$ cat src/hw/rtl/uer_pkg.sv
// Shared types and constants for the ultrasonic echo ranger.
// Register indexes, field widths, reset values and the structs between modules.
// No dependencies; compile first.
`default_nettype none

package uer_pkg;

  // Configuration port shape
  localparam int CFG_IDX_W  = 3;
  localparam int CFG_DATA_W = 16;

  // Register indexes
  localparam logic [CFG_IDX_W-1:0] CFG_WINDOW_LENGTH     = 3'd0;
  localparam logic [CFG_IDX_W-1:0] CFG_NEAR_THRESHOLD_CM = 3'd1;
  localparam logic [CFG_IDX_W-1:0] CFG_ECHO_TIMEOUT_US   = 3'd2;
  localparam logic [CFG_IDX_W-1:0] CFG_TRIGGER_PERIOD_US = 3'd3;
  localparam logic [CFG_IDX_W-1:0] CFG_TRIGGER_WIDTH_US  = 3'd4;
  localparam logic [CFG_IDX_W-1:0] CFG_US_PER_CM         = 3'd5;

  // Field widths
  localparam int WLEN_W  = 6;
  localparam int CM_W    = 8;
  localparam int TICK_W  = 16;

  // Register reset values
  localparam logic [WLEN_W-1:0] RST_WINDOW_LENGTH     = 6'd30;
  localparam logic [CM_W-1:0]   RST_NEAR_THRESHOLD_CM = 8'd15;
  localparam logic [TICK_W-1:0] RST_ECHO_TIMEOUT_US   = 16'd3000;
  localparam logic [TICK_W-1:0] RST_TRIGGER_PERIOD_US = 16'd30000;
  localparam logic [CM_W-1:0]   RST_TRIGGER_WIDTH_US  = 8'd10;
  localparam logic [CM_W-1:0]   RST_US_PER_CM         = 8'd58;

  localparam logic [CM_W-1:0] CM_MAX = 8'd255;

  // Default window store depth
  localparam int DEF_MAX_WINDOW = 32;

  // One result beat
  typedef struct packed {
    logic            trigger_level;
    logic            near_flag;
    logic            distance_valid;
    logic [CM_W-1:0] distance_cm;
    logic            average_valid;
    logic [CM_W-1:0] average_cm;
    logic            timeout_event;
  } out_item_t;

  // Control from the sequencer to the window unit
  typedef struct packed {
    logic push;
    logic clear;
  } win_ctl_t;

  // Status from the window unit back to the sequencer
  typedef struct packed {
    logic done;
    logic avg_valid;
  } win_sts_t;

endpackage

`default_nettype wire

$ cat src/hw/rtl/uer_in_if.sv
// Input channel: one echo sample beat per microsecond tick.
// Valid/ready handshake; no dependencies.
`default_nettype none

interface uer_in_if;
  logic valid;
  logic ready;
  logic echo_level;

  modport source (output valid, output echo_level, input ready);
  modport sink   (input valid, input echo_level, output ready);
endinterface

`default_nettype wire

$ cat src/hw/rtl/uer_out_if.sv
// Output channel: one result beat per tick.
// Valid/ready handshake; widths follow uer_pkg.
`default_nettype none

interface uer_out_if;
  logic       valid;
  logic       ready;
  logic       trigger_level;
  logic       near_flag;
  logic       distance_valid;
  logic [7:0] distance_cm;
  logic       average_valid;
  logic [7:0] average_cm;
  logic       timeout_event;

  modport source (output valid, output trigger_level, output near_flag,
                  output distance_valid, output distance_cm, output average_valid,
                  output average_cm, output timeout_event, input ready);
  modport sink   (input valid, input trigger_level, input near_flag,
                  input distance_valid, input distance_cm, input average_valid,
                  input average_cm, input timeout_event, output ready);
endinterface

`default_nettype wire

$ cat src/hw/rtl/uer_div.sv
// Iterative restoring divider, one quotient bit per cycle.
// Shared by the distance and window-average paths; no package needed.
`default_nettype none

module uer_div #(
  parameter int NumW = 16,
  parameter int DenW = 8
) (
  input  wire logic            clk_i,
  input  wire logic            rst_ni,
  input  wire logic            start_i,
  input  wire logic [NumW-1:0] dividend_i,
  input  wire logic [DenW-1:0] divisor_i,
  output logic                 busy_o,
  output logic                 done_o,
  output logic [NumW-1:0]      quotient_o
);

  localparam int CntW = $clog2(NumW + 1);

  logic [CntW-1:0] cnt_q;
  logic            busy_q, done_q;
  logic [NumW-1:0] quo_q;
  logic [DenW-1:0] rem_q, dvs_q;
  logic [DenW:0]   rem_sh, diff;
  logic            fits;

  assign rem_sh = {rem_q, quo_q[NumW-1]};
  assign fits   = rem_sh >= {1'b0, dvs_q};
  assign diff   = rem_sh - {1'b0, dvs_q};

  always_ff @(posedge clk_i or negedge rst_ni) begin
    if (!rst_ni) begin
      busy_q <= 1'b0;
      done_q <= 1'b0;
      cnt_q  <= '0;
    end else begin
      // Flag the cycle right after the last quotient bit
      done_q <= !start_i && busy_q && (cnt_q == CntW'(1));
      if (start_i) begin
        busy_q <= 1'b1;
        cnt_q  <= CntW'(NumW);
      end else if (busy_q) begin
        cnt_q <= cnt_q - 1'b1;
        if (cnt_q == CntW'(1)) begin
          busy_q <= 1'b0;
        end
      end
    end
  end

  // Datapath: shift one dividend bit into the remainder per cycle
  always_ff @(posedge clk_i) begin
    if (start_i) begin
      quo_q <= dividend_i;
      rem_q <= '0;
      dvs_q <= divisor_i;
    end else if (busy_q) begin
      quo_q <= {quo_q[NumW-2:0], fits};
      rem_q <= fits ? diff[DenW-1:0] : rem_sh[DenW-1:0];
    end
  end

  assign busy_o     = busy_q;
  assign done_o     = done_q;
  assign quotient_o = quo_q;

endmodule

`default_nettype wire

$ cat src/hw/rtl/uer_window.sv
// Sliding window of distances: synchronous store, fill count, oldest pointer, sum.
// Replace steps read the oldest entry, then subtract it and write back. Uses uer_pkg.
`default_nettype none

module uer_window #(
  parameter int MaxWindow = uer_pkg::DEF_MAX_WINDOW,
  localparam int IdxW = (MaxWindow > 1) ? $clog2(MaxWindow) : 1,
  localparam int CntW = $clog2(MaxWindow + 1),
  localparam int SumW = 8 + $clog2(MaxWindow + 1)
) (
  input  wire logic              clk_i,
  input  wire logic              rst_ni,
  input  wire uer_pkg::win_ctl_t ctl_i,
  input  wire logic [7:0]        dist_i,
  input  wire logic [CntW-1:0]   len_i,
  output uer_pkg::win_sts_t      sts_o,
  output logic [SumW-1:0]        sum_o
);

  import uer_pkg::*;

  typedef enum logic {W_IDLE, W_RMW} wstate_e;

  wstate_e         state_q;
  logic [CntW-1:0] fill_q;
  logic [IdxW-1:0] ptr_q, slot_q, slot_c;
  logic [SumW-1:0] sum_q;
  logic [7:0]      dist_q, rdata_q;
  win_sts_t        sts_q;
  logic [SumW:0]   sum_rmw;
  logic [CntW-1:0] slot_inc;
  logic            filling;

  logic [7:0]      mem [MaxWindow];
  logic            we;
  logic [IdxW-1:0] waddr;
  logic [7:0]      wdata;

  assign filling  = fill_q < len_i;
  assign slot_c   = (CntW'(ptr_q) >= len_i) ? '0 : ptr_q;
  assign slot_inc = CntW'(slot_q) + 1'b1;
  assign sum_rmw  = {1'b0, sum_q} + (SumW + 1)'(dist_q) - (SumW + 1)'(rdata_q);

  always_comb begin
    we    = 1'b0;
    waddr = slot_q;
    wdata = dist_q;
    case (state_q)
      W_IDLE: begin
        if (ctl_i.push && filling) begin
          we    = 1'b1;
          waddr = fill_q[IdxW-1:0];
          wdata = dist_i;
        end
      end
      W_RMW: begin
        we = 1'b1;
      end
      default: begin
        we = 1'b0;
      end
    endcase
  end

  always_ff @(posedge clk_i) begin
    if (we) begin
      mem[waddr] <= wdata;
    end
    rdata_q <= mem[slot_c];
  end

  always_ff @(posedge clk_i or negedge rst_ni) begin
    if (!rst_ni) begin
      state_q <= W_IDLE;
      fill_q  <= '0;
      ptr_q   <= '0;
      sum_q   <= '0;
      sts_q   <= '0;
    end else begin
      sts_q.done      <= (state_q == W_RMW) ||
                         (state_q == W_IDLE && !ctl_i.clear && ctl_i.push && filling);
      sts_q.avg_valid <= (state_q == W_RMW);
      case (state_q)
        W_IDLE: begin
          if (ctl_i.clear) begin
            fill_q <= '0;
            ptr_q  <= '0;
            sum_q  <= '0;
          end else if (ctl_i.push) begin
            if (filling) begin
              sum_q  <= sum_q + SumW'(dist_i);
              fill_q <= fill_q + 1'b1;
            end else begin
              state_q <= W_RMW;
            end
          end
        end
        W_RMW: begin
          sum_q   <= sum_rmw[SumW-1:0];
          ptr_q   <= (slot_inc >= len_i) ? '0 : slot_inc[IdxW-1:0];
          state_q <= W_IDLE;
        end
        default: begin
          state_q <= W_IDLE;
        end
      endcase
    end
  end

  // Hold the distance and slot for the write-back step
  always_ff @(posedge clk_i) begin
    if (state_q == W_IDLE && ctl_i.push) begin
      dist_q <= dist_i;
      slot_q <= slot_c;
    end
  end

  assign sts_o = sts_q;
  assign sum_o = sum_q;

endmodule

`default_nettype wire

$ cat src/hw/rtl/ultrasonic_echo_ranger.sv
// Ultrasonic echo ranger: trigger generator, echo pulse timer, distance and
// window average. Depends on uer_pkg, uer_in_if, uer_out_if, uer_div, uer_window.
//
// Usage:
//   in_i  : one beat per microsecond tick carrying the sampled echo level.
//   out_o : exactly one result beat per input beat, in order: trigger level,
//           near flag, distance (valid on a completed pulse), window average
//           (valid when a new one is made) and the timeout event.
//   cfg   : cfg_we_i writes cfg_data_i into register cfg_idx_i.
//           Write only while no beat is in flight. Writing the window length
//           empties the window; the last average is kept.
// Sequencing:
//   A tick with no completed pulse goes from accept straight to the output
//   register step (S_PUT). A tick that ends a pulse runs the shared divider for
//   the distance, then a window fill or a window read-modify-write, and with a
//   full window the divider again for the average. The next beat is not taken
//   before the current one is through.
//   The input takes a new beat as soon as the sequencer is back in idle.
// Reset: all control state, counters and the window fill count clear; the
//   window store itself is not cleared (every entry is written before read).
// Stall: a finished result waits in the output register; the next tick is
//   worked on meanwhile and holds before the output until it drains.
`default_nettype none

module ultrasonic_echo_ranger #(
  parameter int MaxWindow = uer_pkg::DEF_MAX_WINDOW
) (
  input  wire logic                           clk_i,
  input  wire logic                           rst_ni,
  uer_in_if.sink                              in_i,
  uer_out_if.source                           out_o,
  input  wire logic                           cfg_we_i,
  input  wire logic [uer_pkg::CFG_IDX_W-1:0]  cfg_idx_i,
  input  wire logic [uer_pkg::CFG_DATA_W-1:0] cfg_data_i
);

  import uer_pkg::*;

  localparam int CntW = $clog2(MaxWindow + 1);
  localparam int SumW = 8 + $clog2(MaxWindow + 1);
  localparam int NumW = (SumW > TICK_W) ? SumW : TICK_W;
  localparam int DenW = (CntW > CM_W) ? CntW : CM_W;

  typedef enum logic [2:0] {S_IDLE, S_DIST, S_WIN, S_AVG, S_PUT} state_e;

  // Configuration registers
  logic [WLEN_W-1:0] wlen_q;
  logic [CM_W-1:0]   near_thr_q;
  logic [TICK_W-1:0] timeout_q;
  logic [TICK_W-1:0] period_q;
  logic [CM_W-1:0]   trig_width_q;
  logic [CM_W-1:0]   us_per_cm_q;

  // Tick state
  state_e            state_q;
  logic [TICK_W-1:0] pcnt_q;
  logic              echo_prev_q, echo_act_q, tpend_q;
  logic [TICK_W-1:0] pulse_q;
  logic [CM_W-1:0]   last_dist_q, last_avg_q;
  out_item_t         res_q, out_q;
  logic              out_valid_q;

  // Tick logic, evaluated on the accepted beat
  logic              accept, echo;
  logic [TICK_W:0]   pcnt_inc;
  logic [TICK_W-1:0] pcnt_d, pulse_d;
  logic              trig, rise, act_d, tev, fall, measure;
  out_item_t         res_init, out_next;

  // Shared divider and window
  logic              div_start, div_busy, div_done;
  logic [NumW-1:0]   div_num, div_quo;
  logic [DenW-1:0]   div_den;
  logic [CntW-1:0]   len_eff;
  logic [CM_W-1:0]   dist_c;
  logic              near_c, out_free;
  win_ctl_t          win_ctl;
  win_sts_t          win_sts;
  logic [SumW-1:0]   win_sum;

  assign accept = in_i.valid && in_i.ready;
  assign echo   = in_i.echo_level;

  assign trig     = pcnt_q < {8'b0, trig_width_q};
  assign pcnt_inc = {1'b0, pcnt_q} + 1'b1;
  assign pcnt_d   = (pcnt_inc >= {1'b0, period_q}) ? '0 : pcnt_inc[TICK_W-1:0];

  assign rise  = echo && !echo_prev_q;
  assign act_d = rise || echo_act_q;
  always_comb begin
    if (rise) begin
      pulse_d = TICK_W'(1);
    end else if (echo && echo_act_q && pulse_q != '1) begin
      pulse_d = pulse_q + 1'b1;
    end else begin
      pulse_d = pulse_q;
    end
  end
  assign tev     = echo && act_d && !tpend_q && (pulse_d >= timeout_q);
  assign fall    = !echo && echo_prev_q && act_d;
  // A pulse that already timed out is dropped when it falls
  assign measure = fall && !tpend_q;

  // Window length zero acts as one; clamp to the store depth
  always_comb begin
    if (wlen_q == '0) begin
      len_eff = CntW'(1);
    end else if (int'(wlen_q) > MaxWindow) begin
      len_eff = CntW'(MaxWindow);
    end else begin
      len_eff = CntW'(wlen_q);
    end
  end

  // Distance: zero divisor and overflow both saturate
  assign dist_c = (us_per_cm_q == '0 || |div_quo[NumW-1:CM_W]) ? CM_MAX
                                                               : div_quo[CM_W-1:0];

  // Divider runs on the pulse length at accept, on the window sum later
  assign div_start = (accept && measure) ||
                     (state_q == S_WIN && win_sts.done && win_sts.avg_valid);
  assign div_num   = (state_q == S_IDLE) ? NumW'(pulse_d) : NumW'(win_sum);
  assign div_den   = (state_q == S_IDLE) ? DenW'(us_per_cm_q) : DenW'(len_eff);

  assign win_ctl.push  = (state_q == S_DIST) && div_done;
  assign win_ctl.clear = cfg_we_i && (cfg_idx_i == CFG_WINDOW_LENGTH);

  assign near_c   = (last_dist_q != '0) && (last_dist_q <= near_thr_q) && !tpend_q;
  assign out_free = !out_valid_q || out_o.ready;

  // Fresh result for an accepted tick, and the finished beat for the output
  always_comb begin
    res_init               = '0;
    res_init.trigger_level = trig;
    res_init.timeout_event = tev;
    out_next               = res_q;
    out_next.near_flag     = near_c;
    out_next.distance_cm   = last_dist_q;
    out_next.average_cm    = last_avg_q;
  end

  uer_div #(
    .NumW (NumW),
    .DenW (DenW)
  ) u_div (
    .clk_i      (clk_i),
    .rst_ni     (rst_ni),
    .start_i    (div_start),
    .dividend_i (div_num),
    .divisor_i  (div_den),
    .busy_o     (div_busy),
    .done_o     (div_done),
    .quotient_o (div_quo)
  );

  uer_window #(
    .MaxWindow (MaxWindow)
  ) u_window (
    .clk_i  (clk_i),
    .rst_ni (rst_ni),
    .ctl_i  (win_ctl),
    .dist_i (dist_c),
    .len_i  (len_eff),
    .sts_o  (win_sts),
    .sum_o  (win_sum)
  );

  // Configuration writes
  always_ff @(posedge clk_i or negedge rst_ni) begin
    if (!rst_ni) begin
      wlen_q       <= RST_WINDOW_LENGTH;
      near_thr_q   <= RST_NEAR_THRESHOLD_CM;
      timeout_q    <= RST_ECHO_TIMEOUT_US;
      period_q     <= RST_TRIGGER_PERIOD_US;
      trig_width_q <= RST_TRIGGER_WIDTH_US;
      us_per_cm_q  <= RST_US_PER_CM;
    end else if (cfg_we_i) begin
      case (cfg_idx_i)
        CFG_WINDOW_LENGTH:     wlen_q       <= cfg_data_i[WLEN_W-1:0];
        CFG_NEAR_THRESHOLD_CM: near_thr_q   <= cfg_data_i[CM_W-1:0];
        CFG_ECHO_TIMEOUT_US:   timeout_q    <= cfg_data_i[TICK_W-1:0];
        CFG_TRIGGER_PERIOD_US: period_q     <= cfg_data_i[TICK_W-1:0];
        CFG_TRIGGER_WIDTH_US:  trig_width_q <= cfg_data_i[CM_W-1:0];
        CFG_US_PER_CM:         us_per_cm_q  <= cfg_data_i[CM_W-1:0];
        default: begin
        end
      endcase
    end
  end

  // Sequencer: tick update, distance divide, window step, average divide, output
  always_ff @(posedge clk_i or negedge rst_ni) begin
    if (!rst_ni) begin
      state_q     <= S_IDLE;
      pcnt_q      <= '0;
      echo_prev_q <= 1'b0;
      echo_act_q  <= 1'b0;
      pulse_q     <= '0;
      tpend_q     <= 1'b0;
      last_dist_q <= '0;
      last_avg_q  <= '0;
      res_q       <= '0;
      out_q       <= '0;
      out_valid_q <= 1'b0;
    end else begin
      // Load a finished beat, or drop the one just taken
      if (state_q == S_PUT && out_free) begin
        out_valid_q <= 1'b1;
      end else if (out_valid_q && out_o.ready) begin
        out_valid_q <= 1'b0;
      end
      case (state_q)
        S_IDLE: begin
          if (accept) begin
            pcnt_q      <= pcnt_d;
            echo_prev_q <= echo;
            pulse_q     <= pulse_d;
            echo_act_q  <= fall ? 1'b0 : act_d;
            if (tev) begin
              tpend_q     <= 1'b1;
              last_dist_q <= '0;
            end else if (fall) begin
              tpend_q <= 1'b0;
            end
            res_q   <= res_init;
            state_q <= measure ? S_DIST : S_PUT;
          end
        end
        S_DIST: begin
          if (div_done) begin
            last_dist_q          <= dist_c;
            res_q.distance_valid <= 1'b1;
            state_q              <= S_WIN;
          end
        end
        S_WIN: begin
          if (win_sts.done) begin
            state_q <= win_sts.avg_valid ? S_AVG : S_PUT;
          end
        end
        S_AVG: begin
          if (div_done) begin
            last_avg_q          <= div_quo[CM_W-1:0];
            res_q.average_valid <= 1'b1;
            state_q             <= S_PUT;
          end
        end
        S_PUT: begin
          // Hold until the output register drains
          if (out_free) begin
            out_q   <= out_next;
            state_q <= S_IDLE;
          end
        end
        default: begin
          state_q <= S_IDLE;
        end
      endcase
    end
  end

  assign in_i.ready           = (state_q == S_IDLE);
  assign out_o.valid          = out_valid_q;
  assign out_o.trigger_level  = out_q.trigger_level;
  assign out_o.near_flag      = out_q.near_flag;
  assign out_o.distance_valid = out_q.distance_valid;
  assign out_o.distance_cm    = out_q.distance_cm;
  assign out_o.average_valid  = out_q.average_valid;
  assign out_o.average_cm     = out_q.average_cm;
  assign out_o.timeout_event  = out_q.timeout_event;

  // A timeout needs a high echo, a measurement a falling one
  a_no_dist_on_timeout: assert property (@(posedge clk_i) disable iff (!rst_ni)
    out_o.valid |-> !(out_o.distance_valid && out_o.timeout_event))
    else $error("distance and timeout in the same beat");

  // An average is only made from a fresh distance
  a_avg_needs_dist: assert property (@(posedge clk_i) disable iff (!rst_ni)
    (out_o.valid && out_o.average_valid) |-> out_o.distance_valid)
    else $error("average without distance");

  // The shared divider is never restarted mid-operation
  a_div_interlock: assert property (@(posedge clk_i) disable iff (!rst_ni)
    div_start |-> !div_busy)
    else $error("divider started while busy");

endmodule

`default_nettype wire

$ cat src/flat_wrapper.sv
// flat-port wrapper written by rule: the top's interface ports become plain ports
module ultrasonic_echo_ranger_flat import uer_pkg::*;
#(
  parameter int MaxWindow = uer_pkg::DEF_MAX_WINDOW
)
  (clk_i, rst_ni, cfg_we_i, cfg_idx_i, cfg_data_i, in_i_valid, in_i_echo_level, in_i_ready, out_o_valid, out_o_trigger_level, out_o_near_flag, out_o_distance_valid, out_o_distance_cm, out_o_average_valid, out_o_average_cm, out_o_timeout_event, out_o_ready);
  uer_in_if in_i_i ();
  uer_out_if out_o_i ();
  input  wire logic clk_i;
  input  wire logic rst_ni;
  input  wire logic cfg_we_i;
  input  wire logic [uer_pkg::CFG_IDX_W-1:0] cfg_idx_i;
  input  wire logic [uer_pkg::CFG_DATA_W-1:0] cfg_data_i;
  input wire logic [$bits(in_i_i.valid)-1:0] in_i_valid;
  input wire logic [$bits(in_i_i.echo_level)-1:0] in_i_echo_level;
  output wire logic [$bits(in_i_i.ready)-1:0] in_i_ready;
  output wire logic [$bits(out_o_i.valid)-1:0] out_o_valid;
  output wire logic [$bits(out_o_i.trigger_level)-1:0] out_o_trigger_level;
  output wire logic [$bits(out_o_i.near_flag)-1:0] out_o_near_flag;
  output wire logic [$bits(out_o_i.distance_valid)-1:0] out_o_distance_valid;
  output wire logic [$bits(out_o_i.distance_cm)-1:0] out_o_distance_cm;
  output wire logic [$bits(out_o_i.average_valid)-1:0] out_o_average_valid;
  output wire logic [$bits(out_o_i.average_cm)-1:0] out_o_average_cm;
  output wire logic [$bits(out_o_i.timeout_event)-1:0] out_o_timeout_event;
  input wire logic [$bits(out_o_i.ready)-1:0] out_o_ready;
  assign in_i_i.valid = in_i_valid;
  assign in_i_i.echo_level = in_i_echo_level;
  assign in_i_ready = in_i_i.ready;
  assign out_o_valid = out_o_i.valid;
  assign out_o_trigger_level = out_o_i.trigger_level;
  assign out_o_near_flag = out_o_i.near_flag;
  assign out_o_distance_valid = out_o_i.distance_valid;
  assign out_o_distance_cm = out_o_i.distance_cm;
  assign out_o_average_valid = out_o_i.average_valid;
  assign out_o_average_cm = out_o_i.average_cm;
  assign out_o_timeout_event = out_o_i.timeout_event;
  assign out_o_i.ready = out_o_ready;
  ultrasonic_echo_ranger #(.MaxWindow(MaxWindow)) u_core (.clk_i(clk_i), .rst_ni(rst_ni), .in_i(in_i_i), .out_o(out_o_i), .cfg_we_i(cfg_we_i), .cfg_idx_i(cfg_idx_i), .cfg_data_i(cfg_data_i));
endmodule
$ cat config.mk
export PLATFORM = sky130hd
export DESIGN_NAME = ultrasonic_echo_ranger_flat
export DESIGN_NICKNAME = d
export VERILOG_FILES = /design/src/hw/rtl/uer_pkg.sv /design/src/hw/rtl/uer_in_if.sv /design/src/hw/rtl/uer_out_if.sv /design/src/hw/rtl/uer_div.sv /design/src/hw/rtl/uer_window.sv /design/src/hw/rtl/ultrasonic_echo_ranger.sv /design/src/flat_wrapper.sv
export SDC_FILE = /design/constraint.sdc
export NUM_CORES = 1
export LEC_CHECK = 0
export BUFFER_PORTS_ARGS = -buffer_cell sky130_fd_sc_hd__buf_2
export CAP_MARGIN = 10
export CORE_UTILIZATION = 54
export DETAILED_ROUTE_END_ITERATION = 10
export GPL_TIMING_DRIVEN = 0
export HOLD_SLACK_MARGIN = 0.06
export PLACE_DENSITY_LB_ADDON = 0.1
export SLEW_MARGIN = 40
export SYNTH_ARGS = -nofsm -noshare
export SYNTH_HDL_FRONTEND = slang
export SYNTH_HIERARCHICAL = 1
export SYNTH_SLANG_ARGS = --single-unit
$ cat constraint.sdc
create_clock -name clk_i -period 6.35 [get_ports clk_i]
set_input_delay 0.9525 -clock clk_i [delete_from_list [all_inputs] [get_ports clk_i]]
set_output_delay 0.9525 -clock clk_i [all_outputs]
set_load 0.02 [all_outputs]
==> impl_results.md <==
- Outcome: finished, final reports clean
- Synth cell types: 94
- Core area: 43,500 µm²
- Crit path to: u_core/u_window/mem[23][5]
- Peak supply drop: 0.000239 V
- Drt drc: 0
- RSZ-0062 raised after global routing: false
- Post-route clock period utilization: 68.5%
- FF-to-FF End: u_core/u_window/mem[23][5]
- Crit end category: flip-flop
- Cell count after placement: ~2,700
- Met3 GRT Util: 3.44%
- CTS tree: built
- Critical path launch point type: flip-flop
- Proportion of layout cells with a drive suffix above 1: 16.2%
- I/O pins: 48
- P&R area growth vs syn: 13.1%
- Synth Area per Inst: about 12 µm²
- First DRT Iteration DRCs: 1,416
- Antenna-violating nets left: 0
- Final Hold Viols: 0
- Worst Reg-to-Reg Cells: 10
- Number of H-tree levels: 2
- Wire per inst: 21.9 µm
- Inserted Clock Buffers: 53
- Flop2flop setup slack: 2000 ps
- Final nets: 2,276
- Final setup violation count: 0
- Mapped Cells: 2,028
- Fin. max-slew vios: 0
- Pwr dens: 367 nW/µm²
- Synth async-reset ratio: 36.4%
- Largest net degree at the start of global routing: 71
- Critical path class: flip-flop to flip-flop
- GRT busiest layer: met2
- N_diodes: 0
- Clock transition at path regs: about 60 ps
- Post-Route Setup TNS: 0 ps
- Detailed placement HPWL: 44.8 mm
- Max-slew headroom: 45.0%
- Grt ovf: 0
- Area of the die: 45,200 µm²
- Post-cts sizing count: 0
- Leakage power: 10.6 nW
- Main flop type after synthesis: edfxtp_1
- Initial Util: 55.1%
- Vias in the first global route: 16,200
- Root Buffer: clkbuf_16
- M2 GR Usage: 46.6%
- First-pass GRT wire length: 93.4 mm
- Die width: 213 µm
- Cell area after synthesis: 24,000 µm²
- # Max-Cap Violations: 0
- Grt met1 use: a little over a third
- Chip Height: around 210 µm
- Worst Path Arrival: 4600 ps
- Syn. warnings: 6
- Sequential fraction of the synthesis area: a little under three fifths
- Post-synth EDFFs: ~290
- Number of synthesized register bits: roughly 500
- # clock sinks: 486
- Routed wire length: ~61 mm
- Overall Global Routing Usage: approximately 28%
- Worst Tran Pin Value: 826 ps
- CP Data Required Time: 6600 ps
- Cell row count: 76
- Clk buf depth: 3
- Initial antenna violation count: 0
- Insertion delay to the later sink of the worst-skew pair: 620 ps
- Hold Buf Count CTS: 0
- Fmax: 230 MHz
- Non-filler instance count after layout: 2,766
- RR Startpoint: u_core/state_q[2]
- Crit-path max FO: 12
- Hold Crit Class: primary input to async pin
- First-pass DRT Iterations: 5
- Post-route minimum period: ~4400 ps
- Syn nets: 2,166
- Routed vias/inst: 5.96
- PortBufs: 45
- Final RePlAce weighted congestion: 0.956
- Setup bufs post-CTS: 0
- Vias: roughly 16,000
- Critical Path Start: u_core/state_q[2]
- Clock Skews: 27.7 ps
power by group:
part	switching (mW)	internal, mW
logic	1.64	1.06
registers	0.276	3.76
clock network	1.26	1.94
worst min-delay path by stage:
| stage | to | slack, ps |
|---|---|---|
| 3_5_place_dp | u_core/u_window/sts_o[0] | 390 |
| 2_1_floorplan | u_core/u_window/sts_o[0] | 370 |
| 4_1_cts | u_core/period_q[7] | 210 |
| 3_3_place_gp | u_core/u_window/sts_o[0] | 380 |
| 5_1_grt | u_core/period_q[7] | 230 |
| 6_report | u_core/period_q[7] | 210 |
layout by cell type, fill, tap and decap left out, types with 9 or more instances in the layout:
| cell | n |
|---|---|
| clkinv_2 | 12 |
| inv_1 | 141 |
| edfxtp_1 | 293 |
| o21ai_0 | 107 |
| xor2_1 | 29 |
| and2_1 | 12 |
| o22ai_1 | 42 |
| dfxtp_1 | 16 |
| a21o_1 | 21 |
| nand4_1 | 16 |
| nand3_1 | 28 |
| o2bb2ai_1 | 9 |
| a21oi_1 | 68 |
| o31ai_1 | 18 |
| nor2b_1 | 20 |
| nor3_1 | 23 |
| dfstp_2 | 28 |
| nor4_1 | 18 |
| nand2_1 | 205 |
| clkbuf_1 | 72 |
| a31oi_1 | 17 |
| mux4_2 | 16 |
| buf_2 | 67 |
| and3_1 | 18 |
| nand2b_1 | 35 |
| dfrtp_1 | 149 |
| nor2_1 | 122 |
| a211oi_1 | 21 |
| a221oi_1 | 9 |
| xnor2_1 | 37 |
| clkbuf_16 | 53 |
| mux2i_1 | 40 |
| mux2_2 | 84 |
| fa_1 | 10 |
| ha_1 | 103 |
critical path, stage by stage, from the launching register on:
cell	delay (ps)
dfrtp_1	360
clkbuf_1	190
nand2b_1	210
nor2_1	210
and2_1	180
clkbuf_1	610
nand2b_1	230
nor3_2	480
clkbuf_1	460
a31oi_1	400
nor2_1	660
per-stage QoR:
step	setup WS, ps	hold WS [ps]	cell area, µm²	power (mW)	util [%]
6_report	2000	213	27100	9.93	62.3
5_1_grt	1690	232	27100	10.4	62.3
4_1_cts	2030	211	27100	9.97	62.3
3_5_place_dp	1950	388	25300	6.76	58.1
3_3_place_gp	155	383	24900	6.67	57.3
2_1_floorplan	2650	366	24000	5.95	-
synthesized netlist by cell type (18+ instances only):
cell type / number / area share (%)
a211oi_1: 21 / 0.66
a21o_1: 21 / 0.66
a21oi_1: 68 / 1.4
a31oi_1: 21 / 0.55
and3_1: 18 / 0.47
buf_2: 23 / 0.48
clkbuf_1: 64 / 1.0
dfrtp_1: 149 / 16
dfstp_2: 28 / 3.1
edfxtp_1: 293 / 37
ha_1: 103 / 5.4
inv_1: 141 / 2.2
mux2_2: 84 / 3.9
mux2i_1: 40 / 1.7
nand2_1: 205 / 3.2
nand2b_1: 35 / 0.91
nand3_1: 28 / 0.58
nor2_1: 124 / 1.9
nor2b_1: 21 / 0.55
nor3_1: 23 / 0.48
nor4_1: 18 / 0.47
o21ai_0: 115 / 2.4
o22ai_1: 42 / 1.1
o31ai_1: 18 / 0.56
xnor2_1: 37 / 1.4
xor2_1: 29 / 1.1
logic make-up (layout without fill, tap and decap cells):
logic type	after synthesis	count (layout)	share of synthesized area (%)
fa+ha+maj	113	113	6.22
compound gates	430	430	12.3
mux	141	141	7.19
xor+xnor	66	66	2.41
buf+inv	246	399	4.19
flops	486	486	56.7
simple gates	546	546	11.0
registers in the layout, summed over array words and instances (netlist names), 14 cells and up:
| name | count |
|---|---|
| u_core/pcnt_q | 16 |
| u_core/period_q | 16 |
| u_core/pulse_q | 16 |
| u_core/timeout_q | 16 |
| u_core/u_div/quotient_o | 16 |
| u_core/u_window/mem | 256 |
| u_core/u_window/sum_o | 14 |
layout make-up:
| cell class | instances | area (µm²) |
|---|---|---|
| Buffer | 103 | 469 |
| Clock buffer | 69 | 1460 |
| Clock inverter | 29 | 368 |
| Fill cell | 3503 | 16400 |
| Inverter | 143 | 537 |
| Multi-Input combinational cell | 1296 | 9500 |
| Sequential cell | 486 | 13600 |
| Tap cell | 585 | 732 |
| Timing Repair Buffer | 55 | 448 |
routing by layer:
layer | up-vias | wire, µm
li1 | 7665 | -
met1 | 8107 | 24600
met2 | 564 | 29800
met3 | 159 | 3330
met4 | 0 | 2920
met5 | - | 0
Power figures use the tool's default switching activity.
